===== src/hw/rtl/lbh_fifo.sv =====
// ----------------------------------------------------------------------------
// lbh_fifo: small register queue
// Push and pop are gated by full and empty; the head entry is shown directly.
// ----------------------------------------------------------------------------
module lbh_fifo #(
	parameter int WIDTH = 8,
	parameter int DEPTH = 4
) (
	input  logic             clk,
	input  logic             arst_n,
	input  logic             push,
	input  logic [WIDTH-1:0] din,
	output logic             full,
	input  logic             pop,
	output logic [WIDTH-1:0] dout,
	output logic             empty
);

	localparam int AW = (DEPTH > 1) ? $clog2(DEPTH) : 1;
	localparam int CW = AW + 1;
	localparam logic [CW-1:0] CNT_MAX = CW'(DEPTH);

	logic [WIDTH-1:0] mem_q [DEPTH];
	logic [AW-1:0]    wptr_q, rptr_q;
	logic [CW-1:0]    count_q;
	logic             push_en, pop_en;

	assign full    = (count_q == CNT_MAX);
	assign empty   = (count_q == '0);
	assign push_en = push && !full;
	assign pop_en  = pop && !empty;
	assign dout    = mem_q[rptr_q];

	always_ff @(posedge clk) begin
		if (push_en) begin
			mem_q[wptr_q] <= din;
		end
	end

	always_ff @(posedge clk or negedge arst_n) begin
		if (!arst_n) begin
			wptr_q  <= '0;
			rptr_q  <= '0;
			count_q <= '0;
		end else begin
			if (push_en) begin
				wptr_q <= (wptr_q == AW'(DEPTH - 1)) ? '0 : wptr_q + 1'b1;
			end
			if (pop_en) begin
				rptr_q <= (rptr_q == AW'(DEPTH - 1)) ? '0 : rptr_q + 1'b1;
			end
			if (push_en && !pop_en) begin
				count_q <= count_q + 1'b1;
			end else if (pop_en && !push_en) begin
				count_q <= count_q - 1'b1;
			end
		end
	end

	a_count_bound: assert property (@(posedge clk) disable iff (!arst_n)
		count_q <= CNT_MAX)
		else $error("queue count beyond depth");

	a_count_up: assert property (@(posedge clk) disable iff (!arst_n)
		(push_en && !pop_en) |=> (count_q == $past(count_q) + 1'b1))
		else $error("queue count did not follow a push");

	a_count_down: assert property (@(posedge clk) disable iff (!arst_n)
		(pop_en && !push_en) |=> (count_q == $past(count_q) - 1'b1))
		else $error("queue count did not follow a pop");

endmodule


===== config.mk =====
export PLATFORM = sky130hd
export DESIGN_NAME = lbh_fifo
export DESIGN_NICKNAME = d
export VERILOG_FILES = /design/src/hw/rtl/lbh_fifo.sv
export SDC_FILE = /design/constraint.sdc
export NUM_CORES = 1
export LEC_CHECK = 0
export BUFFER_PORTS_ARGS = -buffer_cell sky130_fd_sc_hd__buf_2
export CAP_MARGIN = 5
export CORE_ASPECT_RATIO = 1.2
export CORE_UTILIZATION = 45
export DETAILED_ROUTE_END_ITERATION = 12
export GPL_ROUTABILITY_DRIVEN = 0
export PLACE_DENSITY = 0.64
export SYNTH_ARGS = -nofsm -noshare
export SYNTH_HDL_FRONTEND = slang
export SYNTH_SLANG_ARGS = --single-unit

===== constraint.sdc =====
create_clock -name clk -period 2.5 [get_ports clk]
set_input_delay 0.25 -clock clk [delete_from_list [all_inputs] [get_ports clk]]
set_output_delay 0.25 -clock clk [all_outputs]
set_load 0.01 [all_outputs]

==> impl_metrics.toml <==
[cts]
cts-htree-levels = 2
cts.clk_slew.worst_paths_ns = 0.08
clock_sinks = 39
clockBufferDepth = 2
cts_tree = "yes"
cts_resized = 0
insertion_delay_ns = 0.29
cts_buffers = 5
root_buffer = "clkbuf_8"

[timing]
period_share_pct = 81.53
fin_skew_ns = 0.007276
finalMaxSlewViolations = 0
slew_headroom_pct = 59.79
worst_pin_slew_ns = 0.6031
fin_ws_ns = 0.4617
setup_viol = 0
setup_tns_ns = 0
rsz0062_at_grt = "false"
max_freq_mhz = 490.6
finalHoldViolations = 0
period_needed_ns = 2.038

[power]
power.density_nw_per_um2 = 1215
ir_worst_vdd_uv = 594.3
leakagePower_nw = 0.7232

[synthesis]
async_flop_share_pct = 17.95
synth_common_cells = "edfxtp_1 (32), mux4_2 (8), dfrtp_1 (7), ha_1 (6), and2_2 (4)"
synth_edf_count = 32
synth_top_area_cell = "edfxtp_1"
syn_area_um2 = 1620
synthCells = 79
synth_cell_types = 19
synth-seq-area-share_pct = 70.12
yosys_warnings = 0
synth_area_leaders = "edfxtp_1 (59%), mux4_2 (11%), dfrtp_1 (11%), ha_1 (4.6%), mux2_2 (2.1%)"
ys_ff_latch = 39
synth_nets = 98
synth_top_area_share_pct = 59.31
ys.flop_type = "edfxtp_1"
synth_most_common_cell = "edfxtp_1"
synth.avg_cell_area_um2 = 20.51

[critical_path]
r2r_slack_ns = 0.46
worstSetupPathType = "flop to flop"
cp_slowest_stage_delay_ns = 0.45
crit_fanout = 4
slowest_stage = "dfrtp_1"
cp_common_cell = "xor2_1"
critPathRequiredTime_ns = 2.71
rr_worst_depth = 8
cp.arrival_ns = 2.24
cp_cell_sequence = "nor3_1, nand2b_4, ha_1, inv_1, fa_1, xor2_1, nor2_1, xor2_1"
cp-end-kind = "flop"
start_kind = "flop"

[finish]
area_growth_pct = 16.91
layout-drive-gt1-share_pct = 45.28
antenna_cells = 0
fillerInstances = 275
nets = 124

[floorplanning]
coreArea_um2 = 3396
start_util_pct = 47.72
rows = 23
fp.dieW_um = 56.78
die-area_um2 = 3845
ioPinCount = 22
die_y_um = 67.73

[routing]
wire_per_inst_um = 16.60
drt_iter0_drc = 30
vias = 738
ant_nets = 0
routed_via_density = 5.161
wl_um = 2374
drt-pass1-iter-count = 8
drc = 4

[global_routing]
grt_start_max_net_pins = 13
grt_pass1_wl_um = 3643
grt-ovfl-total = 0
antenna_found_initial = 0
grt_pass1_vias = 759
track_usage_pct = 14.04

[run]
cap_viol_max_count = 0

[hold_path]
hold_path.class = "input port to flop"
holdPathStages = 1

[place]
port_buffers = 21
hpwl_um = 1664
dp_slack_ns = 0.4777

[outcome]
violations = "design-rule violations"
outcome = "finished, violations left"
==> state kept, by name, summed over array words and instances, names as in the netlist <==
register / flops
wptr_q: 2
count_q: 3
rptr_q: 2
mem_q: 32
==> repair_timing <==
item,in CTS,in global routing
hold endpoints to repair,7,0
hold buffers,1,0
setup buffers,0,0
==> routing by layer <==
metal	GRT usage, %	part of all wire (%)
met2	24.55	52
met5	0	0
met1	14.74	43
met3	5.556	4.6
met4	7.317	0
==> where the power goes <==
group          switching [mW]  internal (mW)  leakage (nW)
logic                   0.280          0.378         0.282
registers               0.155          0.879         0.375
clock network           0.210          0.399        0.0654
==> logic make-up (layout without fill, tap and decap cells) <==
logic type	count (synthesis)	count (layout)	share of synthesized area [%]
DFF	39	39	70.12
muxes	13	13	15.06
and+or+nand+nor	11	11	5.405
adders and majority gates	7	7	5.869
buffers and inverters	6	33	1.930
xor gates and xnor gates	3	3	1.622
==> layout by cell type, fill, tap and decap left out, drive strengths merged, types with 3 or more instances in the layout <==
cell type and n:
edfxtp 32, ha 6, and2 4, mux4 8, nor2 3, dfrtp 7
inv 3, buf 21, mux2 5, clkbuf 6
==> through the flow <==
stage / total power, mW / cell area (µm²) / hold slack [ns] / util [%] / std cells
after CTS: 2.343 / 1894 / 0.1599 / 55.78 / 143
after global placement: 1.702 / 1752 / 0.09620 / 51.58 / 134
after floorplan: 1.523 / 1620 / -0.04559 / - / 79
after detailed placement: 1.726 / 1752 / 0.09856 / 51.58 / 134
final: 2.302 / 1894 / 0.1721 / 55.78 / 143
after global routing: 2.437 / 1894 / 0.1562 / 55.78 / 143
==> worst max-delay path, delay by kind of cell, from the launching register on <==
family / cells / cell delay (ns)
XOR/XNOR: 2 / 0.31
adder cells (fa/ha/maj): 2 / 0.55
buffers and inverters: 1 / 0.06
flip-flops: 1 / 0.45
AND/OR/NAND/NOR: 3 / 0.58
==> final timing paths <==
kind	end	start
setup / recovery	count_q[2]	count_q[1]
min in group asynchronous	count_q[1]	arst_n
hold reg to reg	count_q[2]	count_q[2]
max in group asynchronous	wptr_q[1]	arst_n
hold / removal	mem_q[0][7]	din[7]
setup reg to reg	count_q[2]	count_q[1]
==> layout make-up <==
cell class	count	area, µm²	share of cell area, %
Multi-Input combinational cell	34	452.9	23.91
Tap cell	37	46.29	2.444
Inverter	3	11.26	0.5945
Clock inverter	2	60.06	3.170
Clock buffer	6	72.57	3.831
Sequential cell	39	1136	59.97
Timing Repair Buffer	22	115.1	6.077
No activity file was read; power rests on OpenSTA's default activity.
