<file path="src/hw/rtl/lbh_pkg.sv">
// ----------------------------------------------------------------------------
// lbh_pkg: shared types and constants of the LSH bucket hash block
// Command and result beat formats, opcode and register codes, the sequencer
// state type and the golden-ratio hash combine step.
// ----------------------------------------------------------------------------
package lbh_pkg;

	// Default sizes of the hash family and of the table set.
	localparam int FAMILY_SIZE_DEF     = 128;
	localparam int NUM_TABLES_DEF      = 16;
	localparam int FUNCS_PER_TABLE_DEF = 8;

	// Number of radius ranks that the block resolves; higher ranks clamp.
	localparam int NUM_RADII = 4;

	// Depths of the command queue and the result queue.
	localparam int CMD_DEPTH = 4;
	localparam int OUT_DEPTH = 2;

	// Bits kept of a member function index.
	localparam int MIDX_W = 10;

	localparam logic [31:0] GOLDEN    = 32'h9e37_79b9;
	localparam logic [31:0] INV_RESET = 32'h0001_0000;

	// Input opcodes.
	localparam logic [1:0] FUNC_OFFSET = 2'd0;
	localparam logic [1:0] FUNC_MEMBER = 2'd1;
	localparam logic [1:0] FUNC_PROJ   = 2'd2;
	localparam logic [1:0] FUNC_NONE   = 2'd3;

	// Configuration register indexes.
	localparam logic [1:0] REG_INV_RADIUS_0 = 2'd0;
	localparam logic [1:0] REG_INV_RADIUS_1 = 2'd1;
	localparam logic [1:0] REG_INV_RADIUS_2 = 2'd2;
	localparam logic [1:0] REG_INV_RADIUS_3 = 2'd3;

	typedef enum logic [1:0] {
		CMD_OFFSET,
		CMD_MEMBER,
		CMD_PROJ
	} cmd_kind_t;

	typedef struct packed {
		cmd_kind_t   kind;
		logic [9:0]  slot;
		logic        in_range;
		logic [31:0] value;
		logic [31:0] inv;
		logic        last;
	} cmd_t;

	typedef struct packed {
		logic [5:0]  table_number;
		logic [31:0] hash_word;
		logic        last_table;
	} res_t;

	typedef enum logic [2:0] {
		ST_RUN,
		ST_DRAIN,
		ST_TSTART,
		ST_HASH,
		ST_WAIT
	} st_t;

	// One fold of the golden-ratio combine, 32-bit wrap.
	function automatic logic [31:0] hash_combine(input logic [31:0] h, input logic [31:0] q);
		return h ^ (q + GOLDEN + {h[25:0], 6'b0} + {2'b0, h[31:2]});
	endfunction

endpackage

</file>
<file path="src/hw/rtl/lbh_front.sv">
// ----------------------------------------------------------------------------
// lbh_front: input decode and radius registers
// Holds the reciprocal radius registers, decodes each input beat into a
// command with its range check and resolved reciprocal radius.
// ----------------------------------------------------------------------------
module lbh_front #(
	parameter int FAMILY_SIZE  = lbh_pkg::FAMILY_SIZE_DEF,
	parameter int MEMBER_DEPTH = lbh_pkg::NUM_TABLES_DEF * lbh_pkg::FUNCS_PER_TABLE_DEF
) (
	input  logic               clk,
	input  logic               arst_n,
	input  logic               push,
	input  logic               full,
	input  logic [1:0]         func,
	input  logic [9:0]         slot,
	input  logic signed [31:0] value,
	input  logic [1:0]         radius_rank,
	input  logic               last_element,
	input  logic               cfg_valid,
	output logic               cfg_ready,
	input  logic [1:0]         cfg_index,
	input  logic [31:0]        cfg_data,
	output lbh_pkg::cmd_t      cmd,
	output logic               cmd_push
);

	import lbh_pkg::*;

	localparam logic [10:0] FAM_LIM = 11'(FAMILY_SIZE);
	localparam logic [12:0] MEM_LIM = 13'(MEMBER_DEPTH);

	logic [31:0] inv_q [NUM_RADII];
	logic [1:0]  rank_c;
	logic        known;
	logic        fam_ok, mem_ok;

	assign cfg_ready = 1'b1;

	always_ff @(posedge clk or negedge arst_n) begin
		if (!arst_n) begin
			for (int i = 0; i < NUM_RADII; i++) begin
				inv_q[i] <= INV_RESET;
			end
		end else if (cfg_valid) begin
			unique case (cfg_index)
				REG_INV_RADIUS_0: inv_q[0] <= cfg_data;
				REG_INV_RADIUS_1: inv_q[1] <= cfg_data;
				REG_INV_RADIUS_2: inv_q[2] <= cfg_data;
				REG_INV_RADIUS_3: inv_q[3] <= cfg_data;
				default: ;
			endcase
		end
	end

	// Ranks above the last implemented one use the last one.
	assign rank_c = ({1'b0, radius_rank} >= 3'(NUM_RADII)) ? 2'(NUM_RADII - 1) : radius_rank;

	assign fam_ok = ({1'b0, slot} < FAM_LIM);
	assign mem_ok = ({3'b000, slot} < MEM_LIM);

	always_comb begin
		cmd.slot     = slot;
		cmd.value    = value;
		cmd.inv      = inv_q[rank_c];
		cmd.last     = last_element;
		cmd.kind     = CMD_PROJ;
		cmd.in_range = fam_ok;
		known        = 1'b1;
		unique case (func)
			FUNC_OFFSET: begin
				cmd.kind = CMD_OFFSET;
			end
			FUNC_MEMBER: begin
				cmd.kind     = CMD_MEMBER;
				cmd.in_range = mem_ok;
			end
			FUNC_PROJ: begin
				cmd.kind = CMD_PROJ;
			end
			FUNC_NONE: begin
				known = 1'b0;
			end
			default: begin
				known = 1'b0;
			end
		endcase
	end

	// The unused opcode is accepted and dropped here.
	assign cmd_push = push && !full && known;

endmodule

</file>
<file path="config.mk">
export PLATFORM = sky130hd
export DESIGN_NAME = lbh_front
export DESIGN_NICKNAME = d
export VERILOG_FILES = /design/src/hw/rtl/lbh_pkg.sv /design/src/hw/rtl/lbh_front.sv
export SDC_FILE = /design/constraint.sdc
export NUM_CORES = 1
export LEC_CHECK = 0
export BUFFER_PORTS_ARGS = -buffer_cell sky130_fd_sc_hd__buf_2
export CORE_AREA = 2 2 118 97
export DETAILED_ROUTE_END_ITERATION = 12
export DIE_AREA = 0 0 120 99
export GPL_TIMING_DRIVEN = 0
export PLACE_DENSITY = 0.9
export SYNTH_ARGS = -nofsm -noshare
export SYNTH_HDL_FRONTEND = slang
export SYNTH_SLANG_ARGS = --single-unit
</file>
<file path="constraint.sdc">
create_clock -name clk -period 3.5 [get_ports clk]
set_clock_uncertainty 0.1 [all_clocks]
set_input_delay 0.35 -clock clk [delete_from_list [all_inputs] [get_ports clk]]
set_output_delay 0.35 -clock clk [all_outputs]
set_load 0.01 [all_outputs]
</file>
==> flow_metrics.env <==
export IMPL_largest_reg_flops=128
export IMPL_dieArea_mm2=0.0119
export IMPL_syn_cell_area_mm2=0.00587
export IMPL_syn_nets=448
export IMPL_p_per_area_mw_per_mm2=604
export IMPL_slowest_stage="buf_1"
export IMPL_grt_overflow_total=0
export IMPL_crit_fanout=10
export IMPL_synthAdderAreaFrac_pct=0
export IMPL_finalCritPeriodShare_pct=60.8
export IMPL_hold_path_class="input port to flip-flop"
export IMPL_rrSetupSlack_ps=2620
export IMPL_synth_top_family_by_area="multiplexers"
export IMPL_r2r_start="inv_q[25]$_DFFE_PN0P_"
export IMPL_path_class="input port to primary output"
export IMPL_final_net_count=592
export IMPL_cp_slowest_stage_delay_ps=590
export IMPL_start_kind="input port"
export IMPL_fill_cells=772
export IMPL_hold_start="cfg_data[10]"
export IMPL_post_cts_resized=0
export IMPL_grt_pass1_wl_um=19100
export IMPL_holdPathEnd="inv_q[106]$_DFFE_PN0P_"
export IMPL_status="completed"
export IMPL_die_x_um=120
export IMPL_layout_min_cycle_time_ps=2130
export IMPL_fmax_mhz=470
export IMPL_tightestPinTransition_ps=744
export IMPL_rsz0062_at_grt="false"
export IMPL_viasPerCell=5.33
export IMPL_setup_viol=0
export IMPL_cts_tree="yes"
export IMPL_htreeDepth=4
export IMPL_synth_simple_area_share_pct=0.746
export IMPL_totalWireLength_um=12000
export IMPL_worst_r2r_path_depth=1
export IMPL_critPathRequiredTime_ps=3050
export IMPL_cts_path_max_buffers=2
export IMPL_synth_cell_types=17
export IMPL_die_y_um=99
export IMPL_track_usage_pct=21.2
export IMPL_core_region_area_mm2=0.0107
export IMPL_routedWlPerCell_um=18.2
export IMPL_drt_pass1_iter_count=4
export IMPL_syn_to_final_growth_pct=24.2
export IMPL_diodes=0
export IMPL_drc=0
export IMPL_via_count=3531
export IMPL_placed_area_mm2=0.00670
export IMPL_drv_slew=0
export IMPL_io_buffer_count=123
export IMPL_top_register="inv_q"
export IMPL_p_leak_nw=3.35
export IMPL_io_pins=166
export IMPL_crit_arrival_ps=1680
export IMPL_hold_viol_final=0
export IMPL_antenna_found_initial=0
export IMPL_synth_compound_area_share_pct=0.128
export IMPL_first_global_vias=3791
export IMPL_synth_warnings=0
export IMPL_ys_ff_latch=128
export IMPL_clk_latency_ps=400
export IMPL_yosysSeqAreaShare_pct=54.7
export IMPL_crit_chain="buf_2 > buf_1 > mux4_2 > buf_2"
export IMPL_maxCapViolCount=0
export IMPL_totalNegativeSetupSlack_ps=0
export IMPL_drive_above_1_share_pct=72.6
export IMPL_synthMuxAreaShare_pct=36.8
export IMPL_cts_made_buffers=17
export IMPL_synthXorXnorAreaFrac_pct=0
export IMPL_holdBufCountCts=1
export IMPL_critical_path_most_common_cell="buf_2"
export IMPL_cts_root_buf="clkbuf_16"
export IMPL_cts_sink_count=128
export IMPL_core_rowCount=34
export IMPL_slew_limit_headroom_pct=50.4
export IMPL_hold_depth=2
export IMPL_crit_family="buffers and inverters"
export IMPL_place_hpwl_um=8160
export IMPL_grt_max_degree=83
export IMPL_start_util_pct=55.0
export IMPL_fin_hold_ws_ps=116
export IMPL_ant_nets=0
export IMPL_grt_met1_usage_pct=26.6
export IMPL_synth_area_per_cell_um2=16.2
export IMPL_post_cts_buffers=0
export IMPL_critical_path_buf_inv_count=3
export IMPL_top_usage_layer="met2"
export IMPL_top_regs="inv_q x128"
export IMPL_r2r_end="inv_q[25]$_DFFE_PN0P_"
export IMPL_synthCells=362
export IMPL_gr_usage_met3_pct=6.71
export IMPL_final_area_mm2=0.00729
export IMPL_met2_usage_pct=35.4
export IMPL_cp_end_kind="primary output"
export IMPL_gp_congestion=0.714
export IMPL_peakVddDrop_mv=0.532
export IMPL_drt_iter0_drc=144
export IMPL_clk_pin_slew_worst_paths_ps=50
layout by cell type (no fill, tap or decap), types with 2 or more instances in the layout:
master / instances
clkbuf_16: 17
buf_4: 48
mux2_1: 2
mux4_2: 32
mux2_2: 126
clkbuf_1: 4
buf_1: 3
buf_2: 135
dfrtp_1: 124
clkbuf_8: 7
nand3b_1: 2
dfstp_2: 4
clkinv_2: 4
kinds of logic (layout without fill, tap and decap cells):
| logic type | after synthesis | after routing |
|---|---|---|
| AOI/OAI and AO/OA | 1 | 1 |
| buffers and inverters | 66 | 223 |
| DFF | 128 | 128 |
| muxes | 160 | 160 |
| other | 1 | 1 |
| and+or+nand+nor | 6 | 6 |
layout make-up:
cell class	instances	area [µm²]	area share, %
Buffer	65	440	6.04
Inverter	1	3.75	0.0515
Clock inverter	5	50.0	0.686
Timing Repair Buffer	125	659	9.04
Clock buffer	27	533	7.31
Tap cell	144	180	2.47
Sequential cell	128	3210	44.0
Multi-Input combinational cell	168	2220	30.4
metal layers:
metal | share of wire, % | wire (µm) | vias up
met3 | 6.4 | 768 | 18
met1 | 42 | 5010 | 1814
met5 | 0 | 0 | -
met4 | 1.3 | 156 | 0
met2 | 51 | 6100 | 123
li1 | - | - | 1576
power by group:
group	leakage (nW)	internal (mW)	switching (mW)	total (mW)
Sequential	1.51	1.77	0.134	1.90
Clock	0.293	1.10	0.598	1.70
Combinational	1.55	0.484	0.313	0.796
Total	3.35	3.36	1.04	4.40
Yosys cell counts:
| cell type | n | share of area, % |
|---|---|---|
| nand3_1 | 1 | 0.085 |
| nor3b_2 | 1 | 0.21 |
| clkbuf_1 | 1 | 0.064 |
| inv_1 | 1 | 0.064 |
| nor3_1 | 1 | 0.085 |
| dfstp_2 | 4 | 1.8 |
| a211oi_1 | 1 | 0.13 |
| buf_4 | 48 | 6.1 |
| mux4_2 | 32 | 12 |
| dfrtp_1 | 124 | 53 |
| nor2b_1 | 1 | 0.11 |
| mux2_2 | 126 | 24 |
| buf_1 | 3 | 0.19 |
| mux2_1 | 2 | 0.38 |
| conb_1 | 1 | 0.064 |
| nand3b_1 | 2 | 0.26 |
| buf_2 | 13 | 1.1 |
metrics by stage:
step / worst slack [ps] / cells / total power [mW] / util (%)
after floorplan: 1700 / 362 / 2.43 / -
after global placement: 507 / 629 / 2.66 / 62.4
after detailed placement: 1380 / 630 / 2.73 / 62.7
after CTS: 1380 / 663 / 4.44 / 68.3
after global routing: 1330 / 663 / 4.59 / 68.3
final: 1370 / 663 / 4.40 / 68.3
worst max-delay path by stage:
stage / start / endpoint / slack, ps / cells after the start
CTS: radius_rank[1] / cmd[4] / 1380 / 4
global placement: arst_n / inv_q[11]$_DFFE_PN0P_ / 510 / 1
floorplan: radius_rank[0] / cmd[10] / 1700 / 3
global route: radius_rank[0] / cmd[6] / 1330 / 4
detailed placement: radius_rank[1] / cmd[4] / 1380 / 4
finish: radius_rank[1] / cmd[14] / 1370 / 4
Power figures use the tool's default switching activity.
